### config.mk
export PLATFORM = sky130hd
export DESIGN_NAME = interval_timer_three_channel_flat
export DESIGN_NICKNAME = d
export VERILOG_FILES = /design/src/design/ict_pkg.sv /design/src/design/ict_req_if.sv /design/src/design/interval_timer_three_channel.sv /design/src/design/ict_channel.sv /design/src/flat_wrapper.sv
export SDC_FILE = /design/constraint.sdc
export NUM_CORES = 1
export LEC_CHECK = 0
export BUFFER_PORTS_ARGS = -buffer_cell sky130_fd_sc_hd__buf_2
export CAP_MARGIN = 20
export CORE_MARGIN = 1.5
export CORE_UTILIZATION = 38
export CTS_CLUSTER_DIAMETER = 60
export CTS_CLUSTER_SIZE = 20
export DETAILED_ROUTE_END_ITERATION = 8
export GPL_ROUTABILITY_DRIVEN = 0
export HOLD_SLACK_MARGIN = 0.02
export SKIP_LAST_GASP = 1
export SYNTH_ARGS = -nofsm -noshare
export SYNTH_HDL_FRONTEND = slang
export SYNTH_HIERARCHICAL = 1
export SYNTH_SLANG_ARGS = --single-unit
### constraint.sdc
create_clock -name clk_i -period 5.3 [get_ports clk_i]
set_input_delay 1.06 -clock clk_i [delete_from_list [all_inputs] [get_ports clk_i]]
set_output_delay 1.06 -clock clk_i [all_outputs]
set_load 0.005 [all_outputs]
### src/design/ict_pkg.sv
// shared types and constants for the three-channel interval timer
package ict_pkg;

  // counter count limits
  localparam int unsigned MaxCounters  = 3;
  localparam int unsigned NumCountersDef = 3;

  // port and control word codes
  localparam logic [1:0]  CTL_PORT     = 2'd3;
  localparam logic [1:0]  SEL_READBACK = 2'd3;
  localparam logic [15:0] RELOAD_MAX   = 16'hFFFF;
  localparam int unsigned SPK_CHANNEL  = 2;

  // request opcodes
  typedef enum logic [1:0] {
    OP_TICK  = 2'd0,
    OP_READ  = 2'd1,
    OP_WRITE = 2'd2,
    OP_NONE  = 2'd3
  } opcode_e;

  // access formats from control word bits 5..4
  typedef enum logic [1:0] {
    FMT_LATCH = 2'd0,
    FMT_LSB   = 2'd1,
    FMT_MSB   = 2'd2,
    FMT_BOTH  = 2'd3
  } fmt_e;

  // per-channel command for one request
  typedef struct packed {
    logic       tick;
    logic       rd;
    logic       wr;
    logic       mode_wr;
    logic       readback;
    logic [7:0] data;
  } ch_cmd_t;

  // per-channel status back to the top level
  typedef struct packed {
    logic [7:0] rd_data;
    logic       reload_evt;
  } ch_stat_t;

endpackage

### src/design/ict_req_if.sv
// request and response channel interfaces of the interval timer
interface ict_req_if;
  logic       valid;
  logic       ready;
  logic [1:0] opcode;
  logic [1:0] port;
  logic [7:0] write_data;

  modport source (output valid, output opcode, output port, output write_data, input ready);
  modport sink   (input valid, input opcode, input port, input write_data, output ready);
endinterface

interface ict_rsp_if;
  logic       valid;
  logic       ready;
  logic [7:0] read_data;
  logic       irq_pulse;
  logic       speaker_bit;

  modport source (output valid, output read_data, output irq_pulse, output speaker_bit,
                  input ready);
  modport sink   (input valid, input read_data, input irq_pulse, input speaker_bit,
                  output ready);
endinterface

### src/design/interval_timer_three_channel.sv
// top level of the three-channel interval timer
// Takes one request per clock (tick, port read or port write) and returns one response
// per request, after acceptance: the request first sits in the input register, where it
// is decoded and the counters, control byte and speaker bit update, and then passes to
// the response register. With the response side ready the throughput is one request
// per cycle; a stalled response holds the input register, which then backs up the
// request side. The counters step only on tick requests, not on the clock.
module interval_timer_three_channel
  import ict_pkg::*;
#(
  parameter int unsigned NUM_COUNTERS = NumCountersDef
) (
  input  logic          clk_i,
  input  logic          rst_ni,
  ict_req_if.sink       req_i,
  ict_rsp_if.source     rsp_o
);

  localparam logic HasSpk = (NUM_COUNTERS > SPK_CHANNEL);

  logic       in_valid_q;
  opcode_e    op_q;
  logic [1:0] port_q;
  logic [7:0] data_q;
  logic       advance;
  logic       exec;

  logic [7:0] ctl_q, ctl_d;
  logic       spk_q, spk_d;
  logic       out_valid_q;
  logic [7:0] rd_q, rd_d;
  logic       irq_q, irq_d;

  logic [7:0]           rd_all [4];
  logic [MaxCounters-1:0] evt_all;

  // request side handshake
  assign advance     = !out_valid_q || rsp_o.ready;
  assign req_i.ready = !in_valid_q || advance;
  assign exec        = in_valid_q && advance;

  // input register
  always_ff @(posedge clk_i or negedge rst_ni) begin
    if (!rst_ni) begin
      in_valid_q <= 1'b0;
    end else if (req_i.ready) begin
      in_valid_q <= req_i.valid;
    end
  end

  always_ff @(posedge clk_i) begin
    if (req_i.valid && req_i.ready) begin
      op_q   <= opcode_e'(req_i.opcode);
      port_q <= req_i.port;
      data_q <= req_i.write_data;
    end
  end

  // counter channels
  for (genvar n = 0; n < MaxCounters; n++) begin : g_ch
    if (n < NUM_COUNTERS) begin : g_on
      ch_cmd_t  cmd;
      ch_stat_t stat;

      always_comb begin
        cmd          = '0;
        cmd.data     = data_q;
        cmd.tick     = exec && op_q == OP_TICK;
        cmd.rd       = exec && op_q == OP_READ && port_q == 2'(n);
        cmd.wr       = exec && op_q == OP_WRITE && port_q == 2'(n);
        cmd.mode_wr  = exec && op_q == OP_WRITE && port_q == CTL_PORT
                       && data_q[7:6] == 2'(n);
        cmd.readback = ctl_q[7:6] == SEL_READBACK && ctl_q[3+n];
      end

      ict_channel u_channel (
        .clk_i  (clk_i),
        .rst_ni (rst_ni),
        .cmd_i  (cmd),
        .stat_o (stat)
      );

      assign rd_all[n]  = stat.rd_data;
      assign evt_all[n] = stat.reload_evt;
    end else begin : g_off
      assign rd_all[n]  = '0;
      assign evt_all[n] = 1'b0;
    end
  end
  assign rd_all[CTL_PORT] = '0;

  // control byte, speaker toggle and response values
  always_comb begin
    ctl_d = ctl_q;
    spk_d = spk_q;
    rd_d  = '0;
    irq_d = 1'b0;
    unique case (op_q)
      OP_TICK: begin
        irq_d = evt_all[0];
        if (HasSpk && evt_all[SPK_CHANNEL]) begin
          spk_d = !spk_q;
        end
      end
      OP_READ: begin
        rd_d = (port_q == CTL_PORT) ? ctl_q : rd_all[port_q];
      end
      OP_WRITE: begin
        if (port_q == CTL_PORT) begin
          ctl_d = data_q;
        end else if (HasSpk && port_q == 2'(SPK_CHANNEL)) begin
          spk_d = 1'b0;
        end
      end
      default: ;
    endcase
  end

  // state and response registers
  always_ff @(posedge clk_i or negedge rst_ni) begin
    if (!rst_ni) begin
      ctl_q       <= '0;
      spk_q       <= 1'b0;
      out_valid_q <= 1'b0;
    end else if (advance) begin
      out_valid_q <= in_valid_q;
      if (exec) begin
        ctl_q <= ctl_d;
        spk_q <= spk_d;
      end
    end
  end

  always_ff @(posedge clk_i) begin
    if (exec) begin
      rd_q  <= rd_d;
      irq_q <= irq_d;
    end
  end

  assign rsp_o.valid       = out_valid_q;
  assign rsp_o.read_data   = rd_q;
  assign rsp_o.irq_pulse   = irq_q;
  assign rsp_o.speaker_bit = spk_q;

endmodule

### src/design/ict_channel.sv
// one 16-bit down-counter with reload, mode byte and byte flip-flop
module ict_channel
  import ict_pkg::*;
(
  input  logic     clk_i,
  input  logic     rst_ni,
  input  ch_cmd_t  cmd_i,
  output ch_stat_t stat_o
);

  logic [15:0] live_q, live_d;
  logic [15:0] reload_q, reload_d;
  logic [7:0]  mode_q, mode_d;
  logic        flip_q, flip_d;
  logic [15:0] wr_val;
  fmt_e        fmt;

  assign fmt = fmt_e'(mode_q[5:4]);

  // next state and read byte
  always_comb begin
    live_d   = live_q;
    reload_d = reload_q;
    mode_d   = mode_q;
    flip_d   = flip_q;
    wr_val   = reload_q;
    stat_o   = '0;

    // reload value built from the written byte
    unique case (fmt)
      FMT_LSB:   wr_val = {reload_q[15:8], cmd_i.data};
      FMT_MSB:   wr_val = {cmd_i.data, reload_q[7:0]};
      FMT_BOTH:  wr_val = flip_q ? {cmd_i.data, reload_q[7:0]}
                                 : {reload_q[15:8], cmd_i.data};
      default:   wr_val = live_q;
    endcase
    if (wr_val == '0) begin
      wr_val = RELOAD_MAX;
    end

    // read byte, with read-back of the mode byte
    if (cmd_i.readback) begin
      stat_o.rd_data = mode_q;
    end else begin
      unique case (fmt)
        FMT_MSB: stat_o.rd_data = live_q[15:8];
        FMT_LSB: stat_o.rd_data = live_q[7:0];
        default: stat_o.rd_data = flip_q ? live_q[15:8] : live_q[7:0];
      endcase
    end

    if (cmd_i.tick) begin
      if (live_q != '0) begin
        live_d = live_q - 16'd1;
      end else begin
        live_d            = reload_q;
        stat_o.reload_evt = 1'b1;
      end
    end

    if (cmd_i.rd && !cmd_i.readback && (fmt == FMT_LATCH || fmt == FMT_BOTH)) begin
      flip_d = !flip_q;
    end

    if (cmd_i.wr) begin
      reload_d = wr_val;
      live_d   = wr_val;
      if (fmt == FMT_BOTH) begin
        flip_d = !flip_q;
      end
    end

    if (cmd_i.mode_wr) begin
      mode_d = cmd_i.data;
      flip_d = 1'b0;
    end
  end

  // counter state registers
  always_ff @(posedge clk_i or negedge rst_ni) begin
    if (!rst_ni) begin
      live_q   <= RELOAD_MAX;
      reload_q <= '0;
      mode_q   <= '0;
      flip_q   <= 1'b0;
    end else begin
      live_q   <= live_d;
      reload_q <= reload_d;
      mode_q   <= mode_d;
      flip_q   <= flip_d;
    end
  end

endmodule
### src/flat_wrapper.sv
// flat-port wrapper written by rule: the top's interface ports become plain ports
module interval_timer_three_channel_flat import ict_pkg::*;
#(
  parameter int unsigned NUM_COUNTERS = NumCountersDef
)
  (clk_i, rst_ni, req_i_valid, req_i_opcode, req_i_port, req_i_write_data, req_i_ready, rsp_o_valid, rsp_o_read_data, rsp_o_irq_pulse, rsp_o_speaker_bit, rsp_o_ready);
  ict_req_if req_i_i ();
  ict_rsp_if rsp_o_i ();
  input  logic clk_i;
  input  logic rst_ni;
  input wire logic [$bits(req_i_i.valid)-1:0] req_i_valid;
  input wire logic [$bits(req_i_i.opcode)-1:0] req_i_opcode;
  input wire logic [$bits(req_i_i.port)-1:0] req_i_port;
  input wire logic [$bits(req_i_i.write_data)-1:0] req_i_write_data;
  output wire logic [$bits(req_i_i.ready)-1:0] req_i_ready;
  output wire logic [$bits(rsp_o_i.valid)-1:0] rsp_o_valid;
  output wire logic [$bits(rsp_o_i.read_data)-1:0] rsp_o_read_data;
  output wire logic [$bits(rsp_o_i.irq_pulse)-1:0] rsp_o_irq_pulse;
  output wire logic [$bits(rsp_o_i.speaker_bit)-1:0] rsp_o_speaker_bit;
  input wire logic [$bits(rsp_o_i.ready)-1:0] rsp_o_ready;
  assign req_i_i.valid = req_i_valid;
  assign req_i_i.opcode = req_i_opcode;
  assign req_i_i.port = req_i_port;
  assign req_i_i.write_data = req_i_write_data;
  assign req_i_ready = req_i_i.ready;
  assign rsp_o_valid = rsp_o_i.valid;
  assign rsp_o_read_data = rsp_o_i.read_data;
  assign rsp_o_irq_pulse = rsp_o_i.irq_pulse;
  assign rsp_o_speaker_bit = rsp_o_i.speaker_bit;
  assign rsp_o_i.ready = rsp_o_ready;
  interval_timer_three_channel #(.NUM_COUNTERS(NUM_COUNTERS)) u_core (.clk_i(clk_i), .rst_ni(rst_ni), .req_i(req_i_i), .rsp_o(rsp_o_i));
endmodule
==> reports/results.env, run 1 <==
PLACE.PORT_BUFFERS=27
CP_SLOWEST_CELL='sky130_fd_sc_hd__a41oi_2'
DETAILEDROUTE.FIRSTITERATIONVIOLATIONS=1226
MAX-VDD-IR-DROP_mV=0.2145
CRIT_TYPE='reg2reg'
SYNTH.TOP_CELLS.BY_AREA='sky130_fd_sc_hd__dfrtp_1 20%, sky130_fd_sc_hd__dfstp_2 12%, sky130_fd_sc_hd__edfxtp_1 6.0%'
CTS_SETUP_BUFFERS=0
POST-ROUTE-MIN-PERIOD_NS=3.280
SYNTH.NET_COUNT=1119
LAYOUTNONFILLERINSTCOUNT=1440
TRITONCTS='done'
TIMING.CRITICAL_PATH.FROM_TYPE='register'
WORST-ENDPOINT-REQUIRED_NS=5.61
NETLIST_INSTANCES=1085
WIRELENGTH_MICRONS=32410
PLACE_WORST_SETUP_SLACK_NS=1.835
CORE-AREA_SQ_UM=27100
HOLD_PATH.CLASS='reg2reg'
CTSLONGESTPATHBUFFERS=2
CRIT_PATH_MAX_FANOUT=25
CELL_TYPE_CONTRIBUTING_THE_MOST_TOTAL_CELL_AREA_AFTER_SYNTHESIS='sky130_fd_sc_hd__dfrtp_1'
PLACED_CELL_AREA_SQ_UM=10650
DRIVE_ABOVE_1_SHARE=0.2069
DRC=0
SYNTH_ASYNC_SR_FLOP_SHARE=0.8645
GRT-OVFL-TOTAL=0
POWER-PER-CELL-AREA_nW_PER_UM2=526.5
DRV.MAX_CAP_VIOLATION_COUNT=0
WORSTSETUPENDPOINTTYPE='register'
CTS.CLK_SLEW.WORST_PATHS_NS=0.07
PIN_COUNT_OF_THE_BIGGEST_NET_ENTERING_GLOBAL_ROUTING=100
WORSTMARGINPINSLEW_NS=1.071
SYNTH_TOP_AREA_FRAC=0.2040
CLOCK.FMAX_GHz=0.3049
SLEW-LIMIT-HEADROOM=0.2857
YOSYSWARNINGS=6
FLOORPLAN.INITIALDENSITY=0.3893
TIMING.SETUP.TNS_NS=0
YOSYS_REGISTER_BITS=155
DRT_PRE_ANTENNA_ITERS=6
POST_SYNTHESIS_AREA_PER_INSTANCE_SQ_UM=9.724
GLOBALROUTETOTALUTIL=0.2318
ANTENNA_VIOLATING_NETS_POST_ROUTE=0
CRITICAL_PATH_ARRIVAL_NS=3.59
NETLIST_AREA_SQ_UM=10550
CPLARGESTDELAYFAMILY='compound AO/OA/AOI/OAI gates'
VIAS=9276
SYNTH_FF_TYPE='sky130_fd_sc_hd__dfrtp_1'
NUMCTSBUFFERS=17
GLOBAL_ROUTE_WIRE_LENGTH_BEFORE_REPAIR_MICRONS=51960
REPORT.FINAL.SETUP_VIOL=0
TOP_LEVEL_PINS=28
FINAL_CELL_MIX='102 x sky130_fd_sc_hd__a21oi_1, 86 x sky130_fd_sc_hd__dfrtp_1, 81 x sky130_fd_sc_hd__a22oi_1'
HOLDBUFCOUNTCTS=0
CTS_RESIZED=0
POST_ROUTE_CELL_AREA_SQ_UM=11260
POWER_LEAKAGE_nW=4.254
WORSTPATHCELLLIST='inv_1, ha_1, a21oi_2, a211oi_1, a41oi_2, a22oi_1'
GRT_SETUP_UNREPAIRED='false'
FP.DIEAREA_SQ_UM=28770
WORSTHOLDSTART='u_core/ctl_q[2]'
POST_DP_HPWL_MICRONS=20880
FINISH.UTILIZATION=0.4157
TIMING.CRITICAL_PATH.BUF_INV=1
CTS.SINK_COUNT=155
AREA_GROWTH_PCT=6.772
WL_PER_CELL_MICRONS=22.51
WORST_SLACK_NS=2.020
STARTPOINT='u_core/g_ch[0].g_on.u_channel/mode_q[4]'
DIE_W_MICRONS=169.6
NUM_ANTENNA_CELLS=0
RUN_STATUS='finished clean'
FIRST_GLOBAL_VIAS=8752
BUFFER_TYPE_AT_THE_CLOCK_TREE_ROOT='sky130_fd_sc_hd__clkbuf_16'
GRT_ANTENNA_BEFORE_REPAIR=0
SYNTH-EDFF-COUNT=21
CTS.HTREE.LEVELS=4
TIMING.CLOCK.SKEW_NS=0.01515
VIAS_PER_CELL=6.442
LAYOUT.CELLS.MOST_COMMON='sky130_fd_sc_hd__a21oi_1'
INSTANCE_COUNT_AFTER_PLACEMENT_WITH_TAP_CELLS_INCLUDED=1408
YOSYSUNIQUECELLTYPES=65
SEQ_AREA_FRAC_SYNTH=0.3833
NUMBER_OF_ROWS_CREATED_AT_FLOORPLAN=60
REPORT.FINAL.SLEW_VIOL_COUNT=0
NUM-FILL-CELLS=2617
SLOWEST_DELAY_NS=0.89
DESIGN.FINAL.NETS=1089
WORSTSKEWPAIRLATENCY_NS=0.44
RR_STARTPOINT='u_core/g_ch[0].g_on.u_channel/mode_q[4]'
MIN_PERIOD_OVER_PERIOD=0.6189
DIE_HEIGHT_MICRONS=169.6
HOLD_VIOLATIONS=0
[cells by family after synthesis]
group | after synthesis | synth area share
AOI/OAI and AO/OA | 435 | 0.2850
and+or+nand+nor | 279 | 0.1561
DFF | 155 | 0.3833
buffers and inverters | 134 | 0.07673
muxes | 61 | 0.07507
adders and majority gates | 18 | 0.02135
xor gates and xnor gates | 3 | 0.002491
[cell usage after synthesis, types with 7 or more instances]
cell and n:
sky130_fd_sc_hd__a221oi_1 12, sky130_fd_sc_hd__buf_2 16, sky130_fd_sc_hd__clkbuf_1 39, sky130_fd_sc_hd__nand3_1 12
sky130_fd_sc_hd__o22ai_1 9, sky130_fd_sc_hd__inv_1 41, sky130_fd_sc_hd__a2bb2oi_1 27, sky130_fd_sc_hd__nor3_1 42
sky130_fd_sc_hd__mux2i_1 12, sky130_fd_sc_hd__nor3b_1 10, sky130_fd_sc_hd__a22oi_1 81, sky130_fd_sc_hd__nand4_1 9
sky130_fd_sc_hd__o21ai_0 79, sky130_fd_sc_hd__nor4_1 34, sky130_fd_sc_hd__o21a_1 18, sky130_fd_sc_hd__or4_1 9
sky130_fd_sc_hd__mux2_4 7, sky130_fd_sc_hd__edfxtp_1 21, sky130_fd_sc_hd__nor2b_1 13, sky130_fd_sc_hd__nand2b_1 17
sky130_fd_sc_hd__dfrtp_1 86, sky130_fd_sc_hd__a21oi_1 102, sky130_fd_sc_hd__a22o_1 33, sky130_fd_sc_hd__clkbuf_8 20
sky130_fd_sc_hd__o2bb2ai_1 9, sky130_fd_sc_hd__ha_1 18, sky130_fd_sc_hd__a31oi_1 9, sky130_fd_sc_hd__dfstp_2 48
sky130_fd_sc_hd__nand2_1 41, sky130_fd_sc_hd__mux2_2 34, sky130_fd_sc_hd__mux4_2 7, sky130_fd_sc_hd__buf_6 8
sky130_fd_sc_hd__o32ai_1 9, sky130_fd_sc_hd__buf_4 7, sky130_fd_sc_hd__nor2_1 45, sky130_fd_sc_hd__or3_1 7
[report_power, final]
| part | switching [W] | internal (W) | leakage [nW] |
|---|---|---|---|
| Clock | 0.000529 | 0.000748 | 0.291 |
| Sequential | 0.000812 | 0.00176 | 1.80 |
| Combinational | 0.00116 | 0.000927 | 2.16 |
| Total | 0.00250 | 0.00343 | 4.25 |
[sequential cells by signal, indices dropped and copies added (netlist names), 2 cells and up]
name                                 cells
u_core/g_ch.g_on.u_channel/flip_q        3
u_core/port_q                            2
u_core/g_ch.g_on.u_channel/live_q       48
u_core/data_q                            8
u_core/g_ch.g_on.u_channel/mode_q       24
u_core/ctl_q                             8
u_core/rsp_o.read_data                   8
u_core/op_q                              2
u_core/g_ch.g_on.u_channel/reload_q     48
[per-stage QoR]
step	hold WS (ns)	power, W
5_1_grt	0.5138	0.006272
4_1_cts	0.5075	0.005880
6_report	0.5063	0.005931
3_3_place_gp	0.4894	0.004576
3_5_place_dp	0.4904	0.004596
2_1_floorplan	0.4731	0.004034
[worst register-to-register path, cell delays in order (launching register included)]
cell and delay [ns]:
sky130_fd_sc_hd__dfrtp_1 0.37, sky130_fd_sc_hd__inv_1 0.10, sky130_fd_sc_hd__ha_1 0.56, sky130_fd_sc_hd__a21oi_2 0.79
sky130_fd_sc_hd__a211oi_1 0.23, sky130_fd_sc_hd__a41oi_2 0.89, sky130_fd_sc_hd__a22oi_1 0.22
[layer usage]
metal	vias up	global-route usage	share of wire
li1	4165	-	-
met1	4561	0.3279	0.45
met2	469	0.3550	0.45
met3	81	0.03848	0.076
met4	0	0.08503	0.028
met5	-	0	0
[cell type report]
class	count	area, sq um	area share
multi-input cells	796	5713	0.5072
clock buffers	22	518.0	0.04598
repair buffers	44	269.0	0.02388
clock inverters	10	101.3	0.008997
inverters	41	153.9	0.01366
flip-flops and latches	155	4044	0.3590
well taps	372	465.4	0.04132
[final timing paths]
kind                                                         endpoint  cells after the start  slack, ns
hold reg to reg                                       u_core/ctl_q[2]                      1       0.51
min in group asynchronous  u_core/g_ch[0].g_on.u_channel/reload_q[15]                      1       0.73
max in group asynchronous     u_core/g_ch[1].g_on.u_channel/live_q[9]                      2       3.42
setup reg to reg             u_core/g_ch[0].g_on.u_channel/live_q[10]                      6       2.02
setup / recovery             u_core/g_ch[0].g_on.u_channel/live_q[10]                      6       2.02
hold / removal                                        u_core/ctl_q[2]                      1       0.51
Power figures use the tool's default switching activity.
==> run 2, diff against run 1 <==
- clock period: 5.3 -> 2.8 ns (I/O delays scaled with it)
==> run 2 against run 1 <==
Against the previous run:
- clock skew decreased by 0.0044 ns
- largest cell class unchanged
- die area unchanged
- combinational power increased by 97%
- clock power increased by 66%
- core utilization increased by 1.1 points
- maximum frequency increased by 27%
- sequential cell count unchanged
==> reports/results.env, run 2 (synthesized netlist as in run 1, its figures left out) <==
TIMING.CLOCK.SKEW_NS=0.01074
TOTAL_POWER_W=0.01103
DRT_PRE_ANTENNA_ITERS=5
WORSTSETUPENDPOINTTYPE='register'
CRIT_TYPE='reg2reg'
TIMING.SETUP.TNS_NS=0
WORST-ENDPOINT-REQUIRED_NS=3.07
GLOBAL_ROUTE_WIRE_LENGTH_BEFORE_REPAIR_MICRONS=53140
POWER_LEAKAGE_nW=4.448
WL_PER_CELL_MICRONS=22.43
CRITICAL_PATH_ARRIVAL_NS=2.84
DIE_HEIGHT_MICRONS=169.6
CTS.HTREE.LEVELS=4
BUFFER_TYPE_AT_THE_CLOCK_TREE_ROOT='sky130_fd_sc_hd__clkbuf_16'
WIRELENGTH_MICRONS=33330
FINAL_CELL_MIX='102 x sky130_fd_sc_hd__a21oi_1, 86 x sky130_fd_sc_hd__dfrtp_1, 81 x sky130_fd_sc_hd__a22oi_1'
CTS_RESIZED=0
VIAS_PER_CELL=6.312
DRIVE_ABOVE_1_SHARE=0.2379
DIE_W_MICRONS=169.6
NUMCTSBUFFERS=17
POST-ROUTE-MIN-PERIOD_NS=2.573
RUN_STATUS='finished clean'
GRT-OVFL-TOTAL=0
CRIT_PATH_MAX_FANOUT=8
WORSTMARGINPINSLEW_NS=0.8311
ANTENNA_VIOLATING_NETS_POST_ROUTE=0
CLOCK.FMAX_GHz=0.3887
NUMBER_OF_ROWS_CREATED_AT_FLOORPLAN=60
CTSLONGESTPATHBUFFERS=2
VIAS=9380
MAX-VDD-IR-DROP_mV=0.4460
FP.DIEAREA_SQ_UM=28770
NUM_ANTENNA_CELLS=0
MIN_PERIOD_OVER_PERIOD=0.9189
CTS.SINK_COUNT=155
DETAILEDROUTE.FIRSTITERATIONVIOLATIONS=1051
GLOBALROUTETOTALUTIL=0.2377
GRT_SETUP_UNREPAIRED='false'
POWER-PER-CELL-AREA_nW_PER_UM2=954.8
HOLDBUFCOUNTCTS=0
GRT_ANTENNA_BEFORE_REPAIR=0
DRV.MAX_CAP_VIOLATION_COUNT=0
REPORT.FINAL.SETUP_VIOL=0
WORSTSKEWPAIRLATENCY_NS=0.42
CTS.CLK_SLEW.WORST_PATHS_NS=0.07
PLACE.PORT_BUFFERS=27
FLOORPLAN.INITIALDENSITY=0.3893
DESIGN.FINAL.NETS=1135
HOLD_VIOLATIONS=0
CORE-AREA_SQ_UM=27100
LAYOUT.CELLS.MOST_COMMON='sky130_fd_sc_hd__a21oi_1'
REPORT.FINAL.SLEW_VIOL_COUNT=0
TOP_LEVEL_PINS=28
FIRST_GLOBAL_VIAS=8979
TIMING.CRITICAL_PATH.FROM_TYPE='register'
HOLD_PATH.CLASS='in2async'
TRITONCTS='done'
CTS_SETUP_BUFFERS=0
DRC=0
POST_DP_HPWL_MICRONS=23270
SLEW-LIMIT-HEADROOM=0.4422
BIGGESTREGSBYFLOPS='u_core/g_ch.g_on.u_channel/live_q x48, u_core/g_ch.g_on.u_channel/reload_q x48, u_core/g_ch.g_on.u_channel/mode_q x24'
AREA_GROWTH_PCT=9.488
PIN_COUNT_OF_THE_BIGGEST_NET_ENTERING_GLOBAL_ROUTING=49
==> run 2: routing by layer <==
layer,global-route usage,up-vias,share of wire
li1,-,4254,-
met1,0.3387,4653,0.45
met2,0.3603,417,0.45
met3,0.04244,56,0.072
met4,0.08388,0,0.028
met5,0,-,0
==> run 2: final timing paths <==
kind / from / endpoint / slack (ns) / cells after the start
min in group clk_i: req_i_opcode[1] / u_core/op_q[1] / 0.31 / 1
min: rst_ni / u_core/g_ch[0].g_on.u_channel/reload_q[12] / 0.04 / 1
max reg2reg: u_core/g_ch[2].g_on.u_channel/mode_q[5] / u_core/rsp_o.read_data[3] / 0.23 / 7
max in group asynchronous: rst_ni / u_core/g_ch[1].g_on.u_channel/live_q[11] / 2.01 / 2
max: u_core/g_ch[2].g_on.u_channel/mode_q[5] / u_core/rsp_o.read_data[3] / 0.23 / 7
min reg2reg: u_core/g_ch[2].g_on.u_channel/mode_q[0] / u_core/g_ch[2].g_on.u_channel/mode_q[0] / 0.51 / 1
==> run 2: final cells by class <==
class / instances / area (sq um)
fill: 2633 / 15550
tap: 372 / 465.4
inverter: 41 / 153.9
clock buffer: 20 / 446.7
timing repair buffer: 90 / 639.4
multi-input combinational: 796 / 5713
clock inverter: 12 / 88.84
sequential: 155 / 4044
==> run 2: metrics by stage <==
| step | worst slack (ns) | hold slack (ns) | instances | utilization | cell area, sq um |
|---|---|---|---|---|---|
| 2_1_floorplan | 0.4710 | 0.2644 | 1085 | - | 10550 |
| 3_3_place_gp | 0.3495 | 0.4893 | 1454 | 0.4065 | 11020 |
| 6_report | 0.2270 | 0.03947 | 1486 | 0.4262 | 11550 |
| 4_1_cts | 0.2737 | 0.04393 | 1486 | 0.4262 | 11550 |
| 3_5_place_dp | 0.2957 | 0.4931 | 1454 | 0.4065 | 11020 |
| 5_1_grt | 0.04367 | 0.06082 | 1486 | 0.4262 | 11550 |
==> run 2: report_power, final <==
| group | internal, W | switching [W] | total, W |
|---|---|---|---|
| logic | 0.00186 | 0.00225 | 0.00410 |
| clock network | 0.00116 | 0.000967 | 0.00213 |
| registers | 0.00333 | 0.00147 | 0.00479 |
==> run 2: worst max-delay path, cell delays in order, from the launching register on <==
cell and delay (ns):
sky130_fd_sc_hd__dfrtp_1 0.39, sky130_fd_sc_hd__inv_1 0.10, sky130_fd_sc_hd__ha_1 0.34, sky130_fd_sc_hd__mux2i_1 0.54
sky130_fd_sc_hd__a22oi_1 0.19, sky130_fd_sc_hd__o21ai_0 0.40, sky130_fd_sc_hd__mux4_2 0.31, sky130_fd_sc_hd__nor2b_1 0.14
==> run 3, diff against run 2 <==
- ABC_AREA: not set -> 1
==> run 3 against run 2 <==
Against the previous run:
- largest power group is now combinational logic
- critical path depth increased by 6
- via count increased by 14%
- worst setup slack improved by 0.060 ns
- global-route usage increased by 1.1 points
- worst hold slack improved by 0.042 ns
- core utilization about the same
- register-to-register slack improved by 0.06 ns
- first-iteration DRC count increased by 4.0%
==> reports/results.env, run 3 <==
RUN_STATUS='finished clean'
TOP_LEVEL_PINS=28
NUMBER_OF_ROWS_CREATED_AT_FLOORPLAN=61
R2R_SETUP_SLACK_NS=0.29
REPORT.FINAL.SLEW_VIOL_COUNT=0
DIE_HEIGHT_MICRONS=170.2
DRIVE_ABOVE_1_SHARE=0.1278
CTS.CLK_SLEW.WORST_PATHS_NS=0.07
NUMCTSBUFFERS=17
SLEW-LIMIT-HEADROOM=0.4249
RR_STARTPOINT='u_core/g_ch[1].g_on.u_channel/mode_q[4]'
FOOTPRINT_OF_THE_MULTI_INPUT_GATES_SQ_UM=5650
P_SW_FRAC=0.4627
FF2FF_PATH_DEPTH=13
BIGGESTREGSBYFLOPS='u_core/g_ch.g_on.u_channel/live_q x48, u_core/g_ch.g_on.u_channel/reload_q x48, u_core/g_ch.g_on.u_channel/mode_q x24'
TRITONCTS='done'
REPORT.FINAL.SETUP_VIOL=0
NETLIST_AREA_SQ_UM=10630
TIMING.CLOCK.SKEW_NS=0.02610
VIAS=10700
DIE_W_MICRONS=170.2
POST-ROUTE-MIN-PERIOD_NS=2.513
CTS.HTREE.LEVELS=4
POST_DP_HPWL_MICRONS=24400
FIRST_GLOBAL_VIAS=10360
CTS.SINK_COUNT=155
MAX-VDD-IR-DROP_mV=0.5544
TIMING.SETUP.TNS_NS=0
WORSTMARGINPINSLEW_NS=0.8626
GLOBALROUTETOTALUTIL=0.2490
TOTAL_POWER_W=0.01198
HOLD_VIOLATIONS=0
PWR-SHARE-SEQ=0.363
WORSTSETUPENDPOINTTYPE='register'
NUM-FILL-CELLS=2955
POWER_LEAKAGE_nW=5.544
PLACE.PORT_BUFFERS=27
DRC=0
DRV.MAX_CAP_VIOLATION_COUNT=0
GRT_ANTENNA_BEFORE_REPAIR=0
GRT-OVFL-TOTAL=0
WL_PER_CELL_MICRONS=17.74
REGTOREGENDPOINT='u_core/g_ch[1].g_on.u_channel/live_q[3]'
LAYOUT.CELLS.MOST_COMMON='sky130_fd_sc_hd__nand2_1'
VIAS_PER_CELL=5.461
SYNTH.NET_COUNT=1575
CTS_RESIZED=0
BUFFER_TYPE_AT_THE_CLOCK_TREE_ROOT='sky130_fd_sc_hd__clkbuf_16'
POST_SYNTHESIS_AREA_PER_INSTANCE_SQ_UM=6.895
CRIT_PATH_MAX_FANOUT=16
PLACED_CELL_AREA_SQ_UM=11160
NETLIST_INSTANCES=1541
CRITICAL_PATH_ARRIVAL_NS=2.87
CTSLONGESTPATHBUFFERS=2
PIN_COUNT_OF_THE_BIGGEST_NET_ENTERING_GLOBAL_ROUTING=47
COMB_POWER_SHARE=0.437
GRT_SETUP_UNREPAIRED='false'
CORE-AREA_SQ_UM=27630
TIMING.CRITICAL_PATH.FROM_TYPE='register'
ANTENNA_VIOLATING_NETS_POST_ROUTE=0
GLOBAL_ROUTE_WIRE_LENGTH_BEFORE_REPAIR_MICRONS=56010
MIN_PERIOD_OVER_PERIOD=0.8973
STARTPOINT='u_core/g_ch[1].g_on.u_channel/mode_q[4]'
SEQCELLAREA_SQ_UM=4044
YOSYSWARNINGS=6
WIRELENGTH_MICRONS=34760
DETAILEDROUTE.FIRSTITERATIONVIOLATIONS=1093
CLOCK.FMAX_GHz=0.3980
POWER.INTERNAL_W=0.006437
FINISH.UTILIZATION=0.4259
POWER-PER-CELL-AREA_nW_PER_UM2=1018
CRIT_TYPE='reg2reg'
WORST-ENDPOINT-REQUIRED_NS=3.15
POWER_SWITCHING_W=0.005543
LAYOUTNONFILLERINSTCOUNT=1959
INSTANCE_COUNT_AFTER_PLACEMENT_WITH_TAP_CELLS_INCLUDED=1926
FLOORPLAN.INITIALDENSITY=0.3846
HOLD_PATH.CLASS='in2async'
AREA_GROWTH_PCT=10.74
FP.DIEAREA_SQ_UM=28970
POWER_FRAC_CLOCK=0.200
POST_ROUTE_CELL_AREA_SQ_UM=11770
CTS_SETUP_BUFFERS=0
DESIGN.FINAL.NETS=1601
FINAL_CELL_MIX='482 x sky130_fd_sc_hd__nand2_1, 149 x sky130_fd_sc_hd__inv_1, 143 x sky130_fd_sc_hd__nand3_1'
HOLDBUFCOUNTCTS=0
WORSTSKEWPAIRLATENCY_NS=0.44
DRT_PRE_ANTENNA_ITERS=7
[run 3: power by group through the flow]
stage | Combinational, W | Clock [W] | Sequential [W]
floorplan | 0.00402 | 0 | 0.00392
global placement | 0.00507 | 0 | 0.00434
detailed placement | 0.00509 | 0 | 0.00433
CTS | 0.00513 | 0.00245 | 0.00431
global route | 0.00590 | 0.00257 | 0.00444
finish | 0.00524 | 0.00240 | 0.00434
[run 3: per-stage QoR]
stage	worst slack [ns]	hold WS [ns]
floorplan	0.6911	0.2644
global placement	0.3850	0.4570
detailed placement	0.3496	0.4741
CTS	0.3782	0.08623
global route	0.08335	0.1057
finish	0.2875	0.08163
[run 3: layout make-up]
type / instances / share of cell area
well taps: 378 / 0.04020
clock inverters: 14 / 0.01287
clock buffers: 18 / 0.03828
diodes: 1 / 0.0002127
inverters: 162 / 0.05168
flip-flops and latches: 155 / 0.3437
repair buffers: 58 / 0.03286
multi-input cells: 1173 / 0.4802
[run 3: layer usage]
layer	wire length, microns	GRT usage	vias to the layer above
met5	0	0	-
met4	1199	0.1066	0
met3	2791	0.04628	86
met2	15360	0.3861	506
met1	15410	0.3392	5010
li1	-	-	5096
[run 3: worst max-delay path: stages (launching register included)]
cell	delay [ns]
sky130_fd_sc_hd__dfrtp_1	0.43
sky130_fd_sc_hd__inv_1	0.11
sky130_fd_sc_hd__ha_1	0.20
sky130_fd_sc_hd__clkinv_1	0.19
sky130_fd_sc_hd__nand2_4	0.19
sky130_fd_sc_hd__nand2_1	0.10
sky130_fd_sc_hd__nand3_1	0.08
sky130_fd_sc_hd__nand2_1	0.13
sky130_fd_sc_hd__nand2_1	0.06
sky130_fd_sc_hd__nor2_1	0.15
sky130_fd_sc_hd__nand2_2	0.24
sky130_fd_sc_hd__o21ai_0	0.28
sky130_fd_sc_hd__nand2_1	0.11
sky130_fd_sc_hd__a21oi_1	0.15
[run 3: worst max-delay path by stage]
| stage | endpoint | slack (ns) | cells past startpoint |
|---|---|---|---|
| 6_report | u_core/g_ch[1].g_on.u_channel/live_q[3] | 0.29 | 13 |
| 5_1_grt | u_core/g_ch[1].g_on.u_channel/live_q[6] | 0.08 | 13 |
| 3_3_place_gp | u_core/g_ch[0].g_on.u_channel/live_q[14] | 0.39 | 12 |
| 3_5_place_dp | u_core/g_ch[2].g_on.u_channel/live_q[14] | 0.35 | 12 |
| 4_1_cts | u_core/g_ch[1].g_on.u_channel/live_q[3] | 0.38 | 13 |
| 2_1_floorplan | u_core/g_ch[1].g_on.u_channel/live_q[4] | 0.69 | 12 |
